--- config.mk ---
export PLATFORM = sky130hd
export DESIGN_NAME = pdws_dist
export DESIGN_NICKNAME = d
export VERILOG_FILES = /design/src/pdws_pkg.sv /design/src/pdws_dist.sv
export SDC_FILE = /design/constraint.sdc
export NUM_CORES = 2
export LEC_CHECK = 0
export BUFFER_PORTS_ARGS = -buffer_cell sky130_fd_sc_hd__buf_2
export CORE_MARGIN = 4
export CORE_UTILIZATION = 45
export CTS_CLUSTER_SIZE = 25
export DETAILED_ROUTE_END_ITERATION = 8
export GPL_TIMING_DRIVEN = 0
export PLACE_DENSITY_LB_ADDON = 0.05
export RECOVER_POWER = 50
export SLEW_MARGIN = 20
export SYNTH_ARGS = -nofsm -noshare
export SYNTH_HDL_FRONTEND = slang
export SYNTH_SLANG_ARGS = --single-unit
--- constraint.sdc ---
create_clock -name clock -period 33.9 [get_ports clock]
set_clock_uncertainty 0.05 [all_clocks]
set_input_delay 6.78 -clock clock [delete_from_list [all_inputs] [get_ports clock]]
set_output_delay 6.78 -clock clock [all_outputs]
set_load 0.05 [all_outputs]
--- src/pdws_pkg.sv ---
// Shared types and constants of the Poisson-disk window sampler.
`default_nettype none
package pdws_pkg;

   localparam int COORD_W    = 24;
   localparam int EXTENT_W   = 23;
   localparam int FRAC_W     = 16;
   localparam int DIST_W     = 49;
   localparam int WSIZE_W    = 7;
   localparam int COUNT_W    = 16;
   localparam int CSR_IDX_W  = 3;
   localparam int CSR_DATA_W = 49;

   localparam logic signed [COORD_W-1:0] COORD_MAX = 24'sh7FFFFF;
   localparam logic signed [COORD_W-1:0] COORD_MIN = -24'sh800000;

   // Register indexes on the configuration port.
   localparam logic [CSR_IDX_W-1:0] CSR_X_LOW        = 3'd0;
   localparam logic [CSR_IDX_W-1:0] CSR_X_EXTENT     = 3'd1;
   localparam logic [CSR_IDX_W-1:0] CSR_Y_LOW        = 3'd2;
   localparam logic [CSR_IDX_W-1:0] CSR_Y_EXTENT     = 3'd3;
   localparam logic [CSR_IDX_W-1:0] CSR_MIN_DIST_SQ  = 3'd4;
   localparam logic [CSR_IDX_W-1:0] CSR_WINDOW_SIZE  = 3'd5;
   localparam logic [CSR_IDX_W-1:0] CSR_TOTAL_POINTS = 3'd6;

   // Register values after reset.
   localparam logic signed [COORD_W-1:0] RST_X_LOW        = -24'sd19200;
   localparam logic [EXTENT_W-1:0]       RST_X_EXTENT     = 23'd38400;
   localparam logic signed [COORD_W-1:0] RST_Y_LOW        = -24'sd19200;
   localparam logic [EXTENT_W-1:0]       RST_Y_EXTENT     = 23'd38400;
   localparam logic [DIST_W-1:0]         RST_MIN_DIST_SQ  = 49'd0;
   localparam logic [WSIZE_W-1:0]        RST_WINDOW_SIZE  = 7'd64;
   localparam logic [COUNT_W-1:0]        RST_TOTAL_POINTS = 16'd20;

   typedef struct packed {
      logic [FRAC_W-1:0] frac_x;
      logic [FRAC_W-1:0] frac_y;
   } req_type;

   typedef struct packed {
      logic                      accepted;
      logic signed [COORD_W-1:0] point_x;
      logic signed [COORD_W-1:0] point_y;
      logic [COUNT_W-1:0]        point_index;
      logic                      done_res;
   } rsp_type;

   typedef struct packed {
      logic signed [COORD_W-1:0] x;
      logic signed [COORD_W-1:0] y;
   } point_type;

   // Status from the distance unit: one compare finished, and whether it was too close.
   typedef struct packed {
      logic valid;
      logic near;
   } dist_res_type;

endpackage
`default_nettype wire

--- src/pdws_dist.sv ---
// Pipelined squared-distance unit: squares, then sum and threshold compare.
`default_nettype none
module pdws_dist (
   input  wire logic                        clock,
   input  wire logic                        reset,
   input  wire logic                        in_valid,
   input  wire pdws_pkg::point_type         cand,
   input  wire pdws_pkg::point_type         point,
   input  wire logic [pdws_pkg::DIST_W-1:0] min_dist_sq,
   output pdws_pkg::dist_res_type           res
);

   localparam int DIFF_W = pdws_pkg::COORD_W + 1;
   localparam int SQ_W   = 2 * DIFF_W;

   logic signed [DIFF_W-1:0]       dx;
   logic signed [DIFF_W-1:0]       dy;
   logic signed [SQ_W-1:0]         sqx_full;
   logic signed [SQ_W-1:0]         sqy_full;
   logic [pdws_pkg::DIST_W-1:0]    sqx_ff;
   logic [pdws_pkg::DIST_W-1:0]    sqy_ff;
   logic                           sq_valid_ff;
   logic [pdws_pkg::DIST_W:0]      sum;
   pdws_pkg::dist_res_type         res_ff;
   pdws_pkg::dist_res_type         res_in;

   assign dx       = DIFF_W'(cand.x) - DIFF_W'(point.x);
   assign dy       = DIFF_W'(cand.y) - DIFF_W'(point.y);
   assign sqx_full = dx * dx;
   assign sqy_full = dy * dy;

   // Each square is at most 2**48, so the low 49 bits hold it exactly.
   always_ff @(posedge clock) begin
      sqx_ff <= sqx_full[pdws_pkg::DIST_W-1:0];
      sqy_ff <= sqy_full[pdws_pkg::DIST_W-1:0];
   end

   assign sum          = {1'b0, sqx_ff} + {1'b0, sqy_ff};
   assign res_in.valid = sq_valid_ff;
   assign res_in.near  = sq_valid_ff && (sum < {1'b0, min_dist_sq});

   always_ff @(posedge clock) begin
      if (reset) begin
         sq_valid_ff <= 1'b0;
         res_ff      <= '0;
      end else begin
         sq_valid_ff <= in_valid;
         res_ff      <= res_in;
      end
   end

   assign res = res_ff;

endmodule
`default_nettype wire

==> metrics.txt <==
synth-to-layout area growth=6.05%; Final Hold Viols=0; Hold Crit Class=reg -> reg; root buffer cell=clkbuf_16; Rel. slew slack=-0.361; Util after Layout=0.481; status=complete, but fails checks; arrival time at the worst endpoint=18880 ps; core area=0.105 mm²; Die ar.=0.111 mm²; Post-Synthesis Cells=5161; post-route antenna net violation count=0; max-slew violation count=20; largest net degree at the start of global routing=20; Critical Path Max Stage Delay=1520 ps; I/O Buffers=149; worst r2r src=sqx_ff[3]$_DFF_P_; CTS Buf Count=9; GRT Total Usage=0.264; CTS Hold Buffers Added=0; post-synth top area share=0.503; Worst Setup SP=cand[24]; Max Clk Rate=0.0536 GHz; actual slew at the worst max-slew pin=2030 ps; WS Path Type=in -> reg; WP data required=34100 ps; Setup crit end kind=flop; global-route wire length before repair=223000 µm; initial antenna violation count=3; max-cap viol count=3; largest driver fanout on the critical path=10; Die H=334 µm; Clock Latency Late Sink=370 ps; die width=334 µm; top cells by area, synth=fa_1, ha_1, inv_1; I/O pin cnt=150; footprint of the multi-input gates=0.0402 mm²; n_diodes=0; setup tns final=0 ps; setup violators final=0; row cnt=119; DRC=0; gpl congestion=0.961; leading cell type in the layout, fill and taps excluded=inv_1; worst setup slack after layout=15230 ps; clock transition at the registers of the reported paths=80 ps; slowest CP cell=xnor2_1; RSZ-0062 raised after global routing=no; syn avg cell area=9.25 µm²; CP delay by family, top=adder cells; vias=35931; Distinct cells, synth=82; async set-reset flop share out of synthesis=0; Clock Path Buffers=2; Yosys top cell by area=fa_1; violated checks=capacitance limit, slew limit; fin crit share=0.551; layout cells sized above 1=0.0448; DPL Wire Length=125000 µm; fillers=10326; CTS tree=yes; Main synth FF type=dfxtp_1; Routed WL per cell=21.3 µm; post-place setup slack=16040 ps; First-pass DRT Iterations=6; hold path startpoint=sq_valid_ff$_SDFF_PP0_; startpoint types=primary input; Nets=7101; vias in the first global route=38775; syn_nets=6936; Post-CTS Setup Inserts=0; DR vias/cell=5.35; Sequential Area=0.00198 mm²; Tmin final=18670 ps; CP dominant cell by count=fa_1; Starting Density=0.454; Post-synth EDFFs=0; post_cts resized=0; final WL=143000 µm; Seq/Total Area, Yosys=0.0415; Netlist Area Pre-Place=0.0477 mm²; Overflow after GRT=0; crit path buf inv count=9; Synth Warn #=0; clk sink count=99; register bit total from synthesis=99; commonest cells after routing, fill and taps aside=inv_1, fa_1, nor2_1, ha_1, nand2_1; htree depth=3; Iter 0 DRT Violations=2637
-- final cells by class --
type                       count  area share
tap                         1391      0.0344
timing repair buffer         154      0.0155
multi-input combinational   3589       0.794
inverter                    1330      0.0986
sequential                    99      0.0391
buffer                       143      0.0116
clock buffer                   9     0.00445
clock inverter                 7     0.00178
-- worst paths after layout --
check	end	slack, ps	cells past startpoint
worst min-delay path	res[1]$_SDFF_PP0_	450	1
worst max register to register	res[0]$_SDFF_PP0_	26840	19
worst max-delay path	sqx_ff[48]$_DFF_P_	15230	33
worst min register to register	res[1]$_SDFF_PP0_	450	1
-- kinds of logic after synthesis --
group,Yosys count,share of synthesized area
mux,2,0.000446
buf+inv,1473,0.117
fa+ha+maj,1627,0.615
compound gates,612,0.0844
simple gates,1159,0.106
xor+xnor,189,0.0354
flops,99,0.0415
-- Yosys cell counts, drive strengths merged (18+ instances only) --
cell    instances
dfxtp          99
xnor2         127
buf            35
inv          1321
a211oi         21
nand4          25
fa           1200
nor2          453
nor3           67
a21o          106
nand2         381
o21bai         31
o21a           26
o211ai         21
a31oi          18
a21oi         179
and3           35
clkbuf        108
nor2b          27
nand3          75
nand2b         22
ha            427
xor2           62
or3            19
o21ai         103
-- metrics by stage --
step,area (µm²),hold WS (ps),std cells
finish,50600,445,6722
detailed placement,50300,442,6706
global route,50600,465,6722
floorplan,47700,389,5161
CTS,50700,455,6722
global placement,50200,435,6701
-- sequential cells by signal (all words and copies together), names as in the netlist --
register,flops
sqy_ff,48
sq_valid_ff,1
res,2
sqx_ff,48
-- worst reg2reg max path: cells and delay by family, from the launching register on --
kind	cells	cell delay, ps
AOI/OAI and AO/OA	11	3510
adders and majority gates	2	530
DFF	1	330
and+or+nand+nor	6	2520
-- routing by layer --
layer / track usage / part of all wire / vias to the layer above
met5: 0.00596 / 0.00076 / -
met4: 0.0545 / 0.027 / 4
met3: 0.0496 / 0.086 / 228
met2: 0.422 / 0.46 / 1278
met1: 0.376 / 0.42 / 18432
li1: - / - / 15989
Power is not shown: default switching activity piles up to over one toggle a cycle in this logic, so the estimate is an artifact.
