## src/pdws_pkg.sv

```systemverilog
// Shared types and constants of the Poisson-disk window sampler.
`default_nettype none
package pdws_pkg;

   localparam int COORD_W    = 24;
   localparam int EXTENT_W   = 23;
   localparam int FRAC_W     = 16;
   localparam int DIST_W     = 49;
   localparam int WSIZE_W    = 7;
   localparam int COUNT_W    = 16;
   localparam int CSR_IDX_W  = 3;
   localparam int CSR_DATA_W = 49;

   localparam logic signed [COORD_W-1:0] COORD_MAX = 24'sh7FFFFF;
   localparam logic signed [COORD_W-1:0] COORD_MIN = -24'sh800000;

   // Register indexes on the configuration port.
   localparam logic [CSR_IDX_W-1:0] CSR_X_LOW        = 3'd0;
   localparam logic [CSR_IDX_W-1:0] CSR_X_EXTENT     = 3'd1;
   localparam logic [CSR_IDX_W-1:0] CSR_Y_LOW        = 3'd2;
   localparam logic [CSR_IDX_W-1:0] CSR_Y_EXTENT     = 3'd3;
   localparam logic [CSR_IDX_W-1:0] CSR_MIN_DIST_SQ  = 3'd4;
   localparam logic [CSR_IDX_W-1:0] CSR_WINDOW_SIZE  = 3'd5;
   localparam logic [CSR_IDX_W-1:0] CSR_TOTAL_POINTS = 3'd6;

   // Register values after reset.
   localparam logic signed [COORD_W-1:0] RST_X_LOW        = -24'sd19200;
   localparam logic [EXTENT_W-1:0]       RST_X_EXTENT     = 23'd38400;
   localparam logic signed [COORD_W-1:0] RST_Y_LOW        = -24'sd19200;
   localparam logic [EXTENT_W-1:0]       RST_Y_EXTENT     = 23'd38400;
   localparam logic [DIST_W-1:0]         RST_MIN_DIST_SQ  = 49'd0;
   localparam logic [WSIZE_W-1:0]        RST_WINDOW_SIZE  = 7'd64;
   localparam logic [COUNT_W-1:0]        RST_TOTAL_POINTS = 16'd20;

   typedef struct packed {
      logic [FRAC_W-1:0] frac_x;
      logic [FRAC_W-1:0] frac_y;
   } req_type;

   typedef struct packed {
      logic                      accepted;
      logic signed [COORD_W-1:0] point_x;
      logic signed [COORD_W-1:0] point_y;
      logic [COUNT_W-1:0]        point_index;
      logic                      done_res;
   } rsp_type;

   typedef struct packed {
      logic signed [COORD_W-1:0] x;
      logic signed [COORD_W-1:0] y;
   } point_type;

   // Status from the distance unit: one compare finished, and whether it was too close.
   typedef struct packed {
      logic valid;
      logic near;
   } dist_res_type;

endpackage
`default_nettype wire

```

## src/pdws_scale.sv

```systemverilog
// Scales one random fraction into a saturated Q15.8 coordinate over two stages.
`default_nettype none
module pdws_scale (
   input  wire logic                                   clock,
   input  wire logic [pdws_pkg::FRAC_W-1:0]            frac,
   input  wire logic [pdws_pkg::EXTENT_W-1:0]          extent,
   input  wire logic signed [pdws_pkg::COORD_W-1:0]    low,
   output logic signed [pdws_pkg::COORD_W-1:0]         coord
);

   localparam int PROD_W = pdws_pkg::FRAC_W + pdws_pkg::EXTENT_W;
   localparam int SUM_W  = pdws_pkg::COORD_W + 1;

   logic [PROD_W-1:0]                      prod_ff;
   logic [PROD_W-1:0]                      prod_in;
   logic signed [pdws_pkg::COORD_W-1:0]    coord_ff;
   logic signed [pdws_pkg::COORD_W-1:0]    coord_in;
   logic signed [SUM_W-1:0]                sum;

   function automatic logic [pdws_pkg::EXTENT_W-1:0] prod_in_hi(input logic [PROD_W-1:0] p);
      return p[PROD_W-1:pdws_pkg::FRAC_W];
   endfunction

   assign prod_in = PROD_W'(frac) * PROD_W'(extent);

   always_comb begin
      sum = SUM_W'(low) + $signed({2'b00, prod_in_hi(prod_ff)});
      if (sum[SUM_W-1] != sum[SUM_W-2]) begin
         coord_in = sum[SUM_W-1] ? pdws_pkg::COORD_MIN : pdws_pkg::COORD_MAX;
      end else begin
         coord_in = sum[pdws_pkg::COORD_W-1:0];
      end
   end

   always_ff @(posedge clock) begin
      prod_ff  <= prod_in;
      coord_ff <= coord_in;
   end

   assign coord = coord_ff;

endmodule
`default_nettype wire

```

## config.mk

```make
export PLATFORM = sky130hd
export DESIGN_NAME = pdws_scale
export DESIGN_NICKNAME = d
export VERILOG_FILES = /design/src/pdws_pkg.sv /design/src/pdws_scale.sv
export SDC_FILE = /design/constraint.sdc
export NUM_CORES = 1
export LEC_CHECK = 0
export BUFFER_PORTS_ARGS = -buffer_cell sky130_fd_sc_hd__buf_2
export CORE_ASPECT_RATIO = 0.75
export CORE_MARGIN = 3
export CORE_UTILIZATION = 54
export CTS_BUF_LIST = sky130_fd_sc_hd__clkbuf_2
export DETAILED_ROUTE_END_ITERATION = 7
export PLACE_DENSITY = 0.77
export SYNTH_ARGS = -nofsm -noshare
export SYNTH_HDL_FRONTEND = slang
export SYNTH_SLANG_ARGS = --single-unit
```

## constraint.sdc

```tcl
create_clock -name clock -period 8.21 [get_ports clock]
set_input_delay 0.821 -clock clock [delete_from_list [all_inputs] [get_ports clock]]
set_output_delay 0.821 -clock clock [all_outputs]
set_load 0.1 [all_outputs]
```

==> results.tsv, run 1 <==
metric	value	unit
status	completed	
period utilization	0.8301	
most common cell in the synthesized netlist	inv_1	
Hold Path Class	reg -> reg	
Inst Count DP	1881	
post-synth top area cell	fa_1	
Slew headroom	0.3945	
Setup crit end kind	flip-flop	
Post-synth top flop	dfxtp_1	
1st-pass router iterations	6	
# rows	49	
syn nets	2010	
die height	142.9	um
ANT cells	0	
layout cell share with drive strength beyond 1	0.06611	
Core Area	24280	um^2
All-Layer GR Usage	0.2558	
crit path time final	6815	ps
Clock H-tree levels	2	
global-route wire length before repair	54770	um
#FFs+latches synth	47	
initial antenna violation count	0	
grt ovf	0	
Final Cell Area	14140	um^2
Finished Layout Cells	1889	
CTS tree	done	
vias in the first global route	10570	
Cell Area, Synth	13490	um^2
worst-skew pair later-pin latency	400	ps
clock sinks	47	
I/O pins	88	
Final Skew	13.94	ps
GPL Wtd Cong	0.8973	
P&R area growth vs syn	4.821	%
Port Buf Inserts	87	
largest net degree at the start of global routing	24	
Synth area leaders	fa_1 43%, ha_1 12%, inv_1 9.4%	
die width	188.5	um
Vias/cell	5.326	
Synth top area share	0.4332	
CTS Buffer Depth	2	
clock-pin slew on the worst setup and hold paths	210	ps
hold_buf cts	0	
WS Path Type	in -> reg	
nets@finish	2044	
CTS resizes	0	
max incr delay on CP	560	ps
cell mode on critical path	fa_1	
routed wire length	33240	um
Post-synth ARST share	0	
average size of a mapped cell	8.860	um^2
detailed placement HPWL	27210	um
Req. time, crit path	8550	ps
Initial Util	0.5558	
Final Max Slew Viols	0	
placed cell areas	14100	um^2
Fmax	146.7	MHz
per-cell routed wire length	17.60	um
unrepaired setup endpoints after global routing	false	
Setup crit start kind	input port	
warnings from Yosys	0	
post-layout util	0.5826	
Final setup viols	0	
number of DRC markers in iteration 0	867	
Post-Syn Instances	1523	
Max-Cap Viols	0	
Post-CTS Setup Inserts	0	
Remaining DRCs	0	
slowest CP cell	fa_1	
cts bufs inserted	5	
number of synthesized flops with an enable pin	0	
endpoints failing hold	0	
Routed Antenna Nets	0	
Seq/Total Area, Yosys	0.06973	
Crit Path Max Fanout	23	
via count	10060	
Critical Path, Cell by Cell	buf_2 -> nand2_1 -> fa_1 -> inv_1 -> fa_1 -> inv_1 -> fa_1 -> inv_1 -> fa_1 -> fa_1 -> inv_1 -> fa_1 -> inv_1 -> ha_1 -> a211oi_1 -> o211ai_1 -> a211oi_2 -> a211oi_1 -> a2111oi_2 -> o211ai_1 -> a31o_2 -> a21oi_1 -> xnor2_1	
total die area	26940	um^2
distinct cell type count after synthesis	45	
setup TNS	0	ps
leading cell types by count after synthesis	339 x inv_1, 292 x fa_1, 246 x nand2_1	
Slew @ Worst Pin	898.8	ps
Worst EP arrival	7160	ps
CTS root buf	clkbuf_2	
## critical path: cells and delay by family
kind | cells | cell delay [ps]
AO/OA/AOI/OAI | 8 | 2190
buffers and inverters | 6 | 660
AND/OR/NAND/NOR | 1 | 160
XOR/XNOR | 1 | 130
adder cells (fa/ha/maj) | 7 | 3210
## metrics by stage
step / setup WS, ps / hold WS [ps]
6_report: 1395 / 637.8
3_3_place_gp: 1197 / 592.4
4_1_cts: 1464 / 649.0
3_5_place_dp: 1040 / 604.4
5_1_grt: 1090 / 695.8
2_1_floorplan: 1650 / 559.6
## logic make-up after synthesis
family	Yosys count	synth area share
AND/OR/NAND/NOR	465	0.1642
adder cells (fa/ha/maj)	425	0.5561
buffers and inverters	400	0.1123
AO/OA/AOI/OAI	144	0.07038
flip-flops	47	0.06973
XOR/XNOR	42	0.02726
## path summary, 6_finish.rpt
| path | from | end | slack (ps) | cells past startpoint |
|---|---|---|---|---|
| worst max-delay path | frac[4] | prod_ff[35] | 1400 | 23 |
| worst max register to register | prod_ff[16] | coord[22] | 4870 | 12 |
| worst min-delay path | prod_ff[16] | coord[0] | 640 | 3 |
| worst min register to register | prod_ff[16] | coord[0] | 640 | 3 |
## flip-flops by register name (all words and copies together), names as in the netlist
name	cells
coord	24
prod_ff	23
## layout make-up
cell class,instances,area [um^2]
Timing Repair Buffer,87,435.4
Multi-Input combinational cell,1076,11040
Clock buffer,7,35.03
Tap cell,331,414.1
Inverter,340,1276
Fill cell,2109,10130
Clock inverter,1,5.005
Sequential cell,47,940.9
## per-layer routing
layer / track usage / vias to the layer above / share of wire
met5: 0 / - / 0
met4: 0.04387 / 0 / 0.012
met3: 0.08761 / 38 / 0.12
met2: 0.3876 / 500 / 0.43
met1: 0.3652 / 4917 / 0.43
li1: - / 4605 / -
## cells in the final DEF (no fill, tap or decap), drive strengths merged, types with 29 or more instances in the layout
master,count
nand2,246
a21oi,45
buf,87
fa,292
and2,156
nor2,29
dfxtp,47
ha,131
inv,340
a21o,29
Power of run 1 is not shown: default switching activity piles up to over one toggle a cycle in this logic, so the estimate is an artifact.
==> run 2: changes to the inputs <==
--- a/config.mk
+++ b/config.mk
@@ -5,6 +5,7 @@
 export SDC_FILE = /design/constraint.sdc
 export NUM_CORES = 1
 export LEC_CHECK = 0
+export ABC_AREA = 1
 export BUFFER_PORTS_ARGS = -buffer_cell sky130_fd_sc_hd__buf_2
 export CORE_ASPECT_RATIO = 0.75
 export CORE_MARGIN = 3
==> constraint.sdc (replaced) <==
create_clock -name clock -period 6.3 [get_ports clock]
set_input_delay 0.63 -clock clock [delete_from_list [all_inputs] [get_ports clock]]
set_output_delay 0.63 -clock clock [all_outputs]
set_load 0.1 [all_outputs]
==> run 2 against run 1 <==
Compared with the run above:
- the flow now finishes with violations (design-rule violations)
- clock-buffer cell count is 2 lower
- clock skew rose by 23 ps
- sequential cell count unchanged
- core utilization down 0.65 points
- global-route usage increased by 0.81 points
- die area rose by 10%
==> results.tsv, run 2 <==
metric	value	unit	change
Synth area leaders	fa_1 39%, nand2_1 15%, inv_1 14%		
most common cell after layout, fill and taps aside	nand2_1		
Worst EP arrival	6060	ps	-1100 ps
Setup crit end kind	flip-flop		
Inst Count DP	2423		+29%
WHS Endpoint	coord[0]		
Req. time, crit path	6710	ps	-1840 ps
Post-CTS Setup Inserts	0		unchanged
CTS tree	done		
ANT cells	0		unchanged
grt ovf	0		unchanged
Reg2Reg Depth	14		+2
P&R area growth vs syn	4.553	%	
Hold Startpoint	low[0]		
CTS resizes	0		unchanged
endpoints failing hold	0		unchanged
die height	150.1	um	+5.0%
detailed placement HPWL	32040	um	+18%
warnings from Yosys	0		unchanged
All-Layer GR Usage	0.2639		+0.008133
CP top delay family	adder cells		
Final setup viols	0		unchanged
Final Skew	37.32	ps	+23.38 ps
syn nets	2544		+27%
most common cell in the synthesized netlist	nand2_1		
number of flip-flops in the largest register	24		unchanged
period utilization	0.8963		
CTS Buffer Depth	2		unchanged
Fillers	2574		+22%
number of DRC markers in iteration 0	849		-2.1%
leading cell types by count after synthesis	616 x nand2_1, 569 x inv_1, 292 x fa_1		
largest net degree at the start of global routing	24		unchanged
global-route wire length before repair	63610	um	+16%
worst-skew pair later-pin latency	480	ps	+80 ps
Remaining DRCs	1		+1
unrepaired setup endpoints after global routing	false		
Final Max Slew Viols	0		unchanged
via count	12610		+25%
Port Buf Inserts	87		unchanged
1st-pass router iterations	8		+2
worst r2r src	prod_ff[16]		
routed wire length	36760	um	+11%
vias in the first global route	13200		+25%
Max-Cap Viols	0		unchanged
distinct cell type count after synthesis	34		-24%
Setup crit start	frac[4]		
Hold Path Class	in -> reg		
Post-synth ARST share	0		unchanged
#FFs+latches synth	47		unchanged
cts bufs inserted	5		unchanged
Slew headroom	0.5963		+0.2018
Initial Util	0.5510		-0.004808
Fmax	177.1	MHz	
Synth top area share	0.3910		-0.04217
clock sinks	47		unchanged
Core Area	27130	um^2	+12%
Critical Path, Cell by Cell	buf_2 -> nand2_1 -> fa_1 -> inv_1 -> fa_1 -> inv_1 -> fa_1 -> inv_1 -> fa_1 -> fa_1 -> inv_1 -> fa_1 -> inv_1 -> ha_1 -> a21oi_1 -> o21ai_0 -> a21boi_0 -> nor2_1 -> nor2_1 -> nand2_1 -> nand2_1 -> nand2_1		
WS Path Type	in -> reg		
setup TNS	0	ps	unchanged
GPL Wtd Cong	0.9922		+11%
clock-pin slew on the worst setup and hold paths	280	ps	+70 ps
highest-count cells in the layout ignoring fill and taps	616 x nand2_1, 569 x inv_1, 292 x fa_1		
violated checks	design-rule violations		
R2R Path End	coord[2]		
slowest CP cell	fa_1		
initial antenna violation count	0		unchanged
nets@finish	2566		+26%
WP buf/inv	6		unchanged
number of synthesized flops with an enable pin	0		unchanged
average size of a mapped cell	7.268	um^2	-18%
Finished Layout Cells	2431		+29%
Seq/Total Area, Yosys	0.06294		-0.006787
R2R Setup Slk	3760	ps	-1110 ps
Post-synth top flop	dfxtp_1		
# rows	52		+6.1%
I/O pins	88		unchanged
CTS root buf	clkbuf_2		
per-cell routed wire length	15.12	um	-14%
Cell Area, Synth	14950	um^2	+11%
Crit Path Max Fanout	23		unchanged
Clock H-tree levels	2		unchanged
total die area	29740	um^2	+10%
cell mode on critical path	fa_1		
hold_buf cts	0		unchanged
Slew @ Worst Pin	597.9	ps	-300.9 ps
Post-Syn Instances	2057		+35%
max incr delay on CP	560	ps	about the same
Routed Antenna Nets	0		unchanged
die width	198.1	um	+5.1%
crit path time final	5647	ps	
post-synth top area cell	fa_1		
Setup crit start kind	input port		
Vias/cell	5.188		-2.6%
worst hold path depth	4		+1
status	finished with violations		
layout cell share with drive strength beyond 1	0.06250		-0.003610
==> run 2: cell families (layout without fill, tap and decap cells) <==
family / Yosys count / in the layout / synth area share
simple gates: 783 / 783 / 0.2088
buf+inv: 649 / 672 / 0.1640
fa+ha+maj: 423 / 423 / 0.5007
compound gates: 129 / 129 / 0.04838
flops: 47 / 47 / 0.06294
xor+xnor: 26 / 26 / 0.01523
==> run 2: worst max path at each step <==
stage | depth (start not counted) | endpoint | slack [ps]
global route | 22 | prod_ff[38] | 400
floorplan | 24 | prod_ff[30] | 630
finish | 22 | prod_ff[38] | 650
global placement | 21 | prod_ff[26] | 200
CTS | 23 | prod_ff[30] | 720
detailed placement | 23 | prod_ff[30] | 190
==> run 2: final cells by class <==
cell class | instances | area [um^2] | share of cell area
inverters | 571 | 2143 | 0.1371
clock buffers | 5 | 25.02 | 0.001601
clock inverters | 3 | 43.79 | 0.002802
flip-flops and latches | 47 | 940.9 | 0.06020
well taps | 351 | 439.2 | 0.02810
multi-input cells | 1361 | 11560 | 0.7394
repair buffers | 93 | 480.5 | 0.03074
==> run 2: through the flow <==
step	setup WS (ps)	hold WS (ps)	instance area [um^2]	util
global placement	203.7	565.6	15560	0.5736
floorplan	628.2	513.4	14950	-
finish	653.3	470.4	15630	0.5761
CTS	717.6	451.7	15630	0.5761
global route	395.5	436.0	15630	0.5761
detailed placement	192.4	596.5	15560	0.5736
==> run 2: routing by layer <==
layer	share of wire	global-route usage	up-vias	wire, um
li1	-	-	5932	-
met1	0.45	0.3816	6162	16510
met2	0.46	0.4351	452	16870
met3	0.074	0.02931	66	2702
met4	0.018	0.05339	0	669
met5	0	0	-	0
==> run 2: worst register-to-register path: stages, from the launching register on <==
cell	delay [ps]
dfxtp_1	390
ha_1	190
inv_1	70
fa_1	400
inv_1	130
nand3_1	90
nand2_2	110
nand2_1	70
nand2_2	150
nand2_1	70
inv_1	80
nor2_2	50
nand2_1	80
nand3_2	400
o21ai_1	230
Power of run 2 is left out for the same reason.
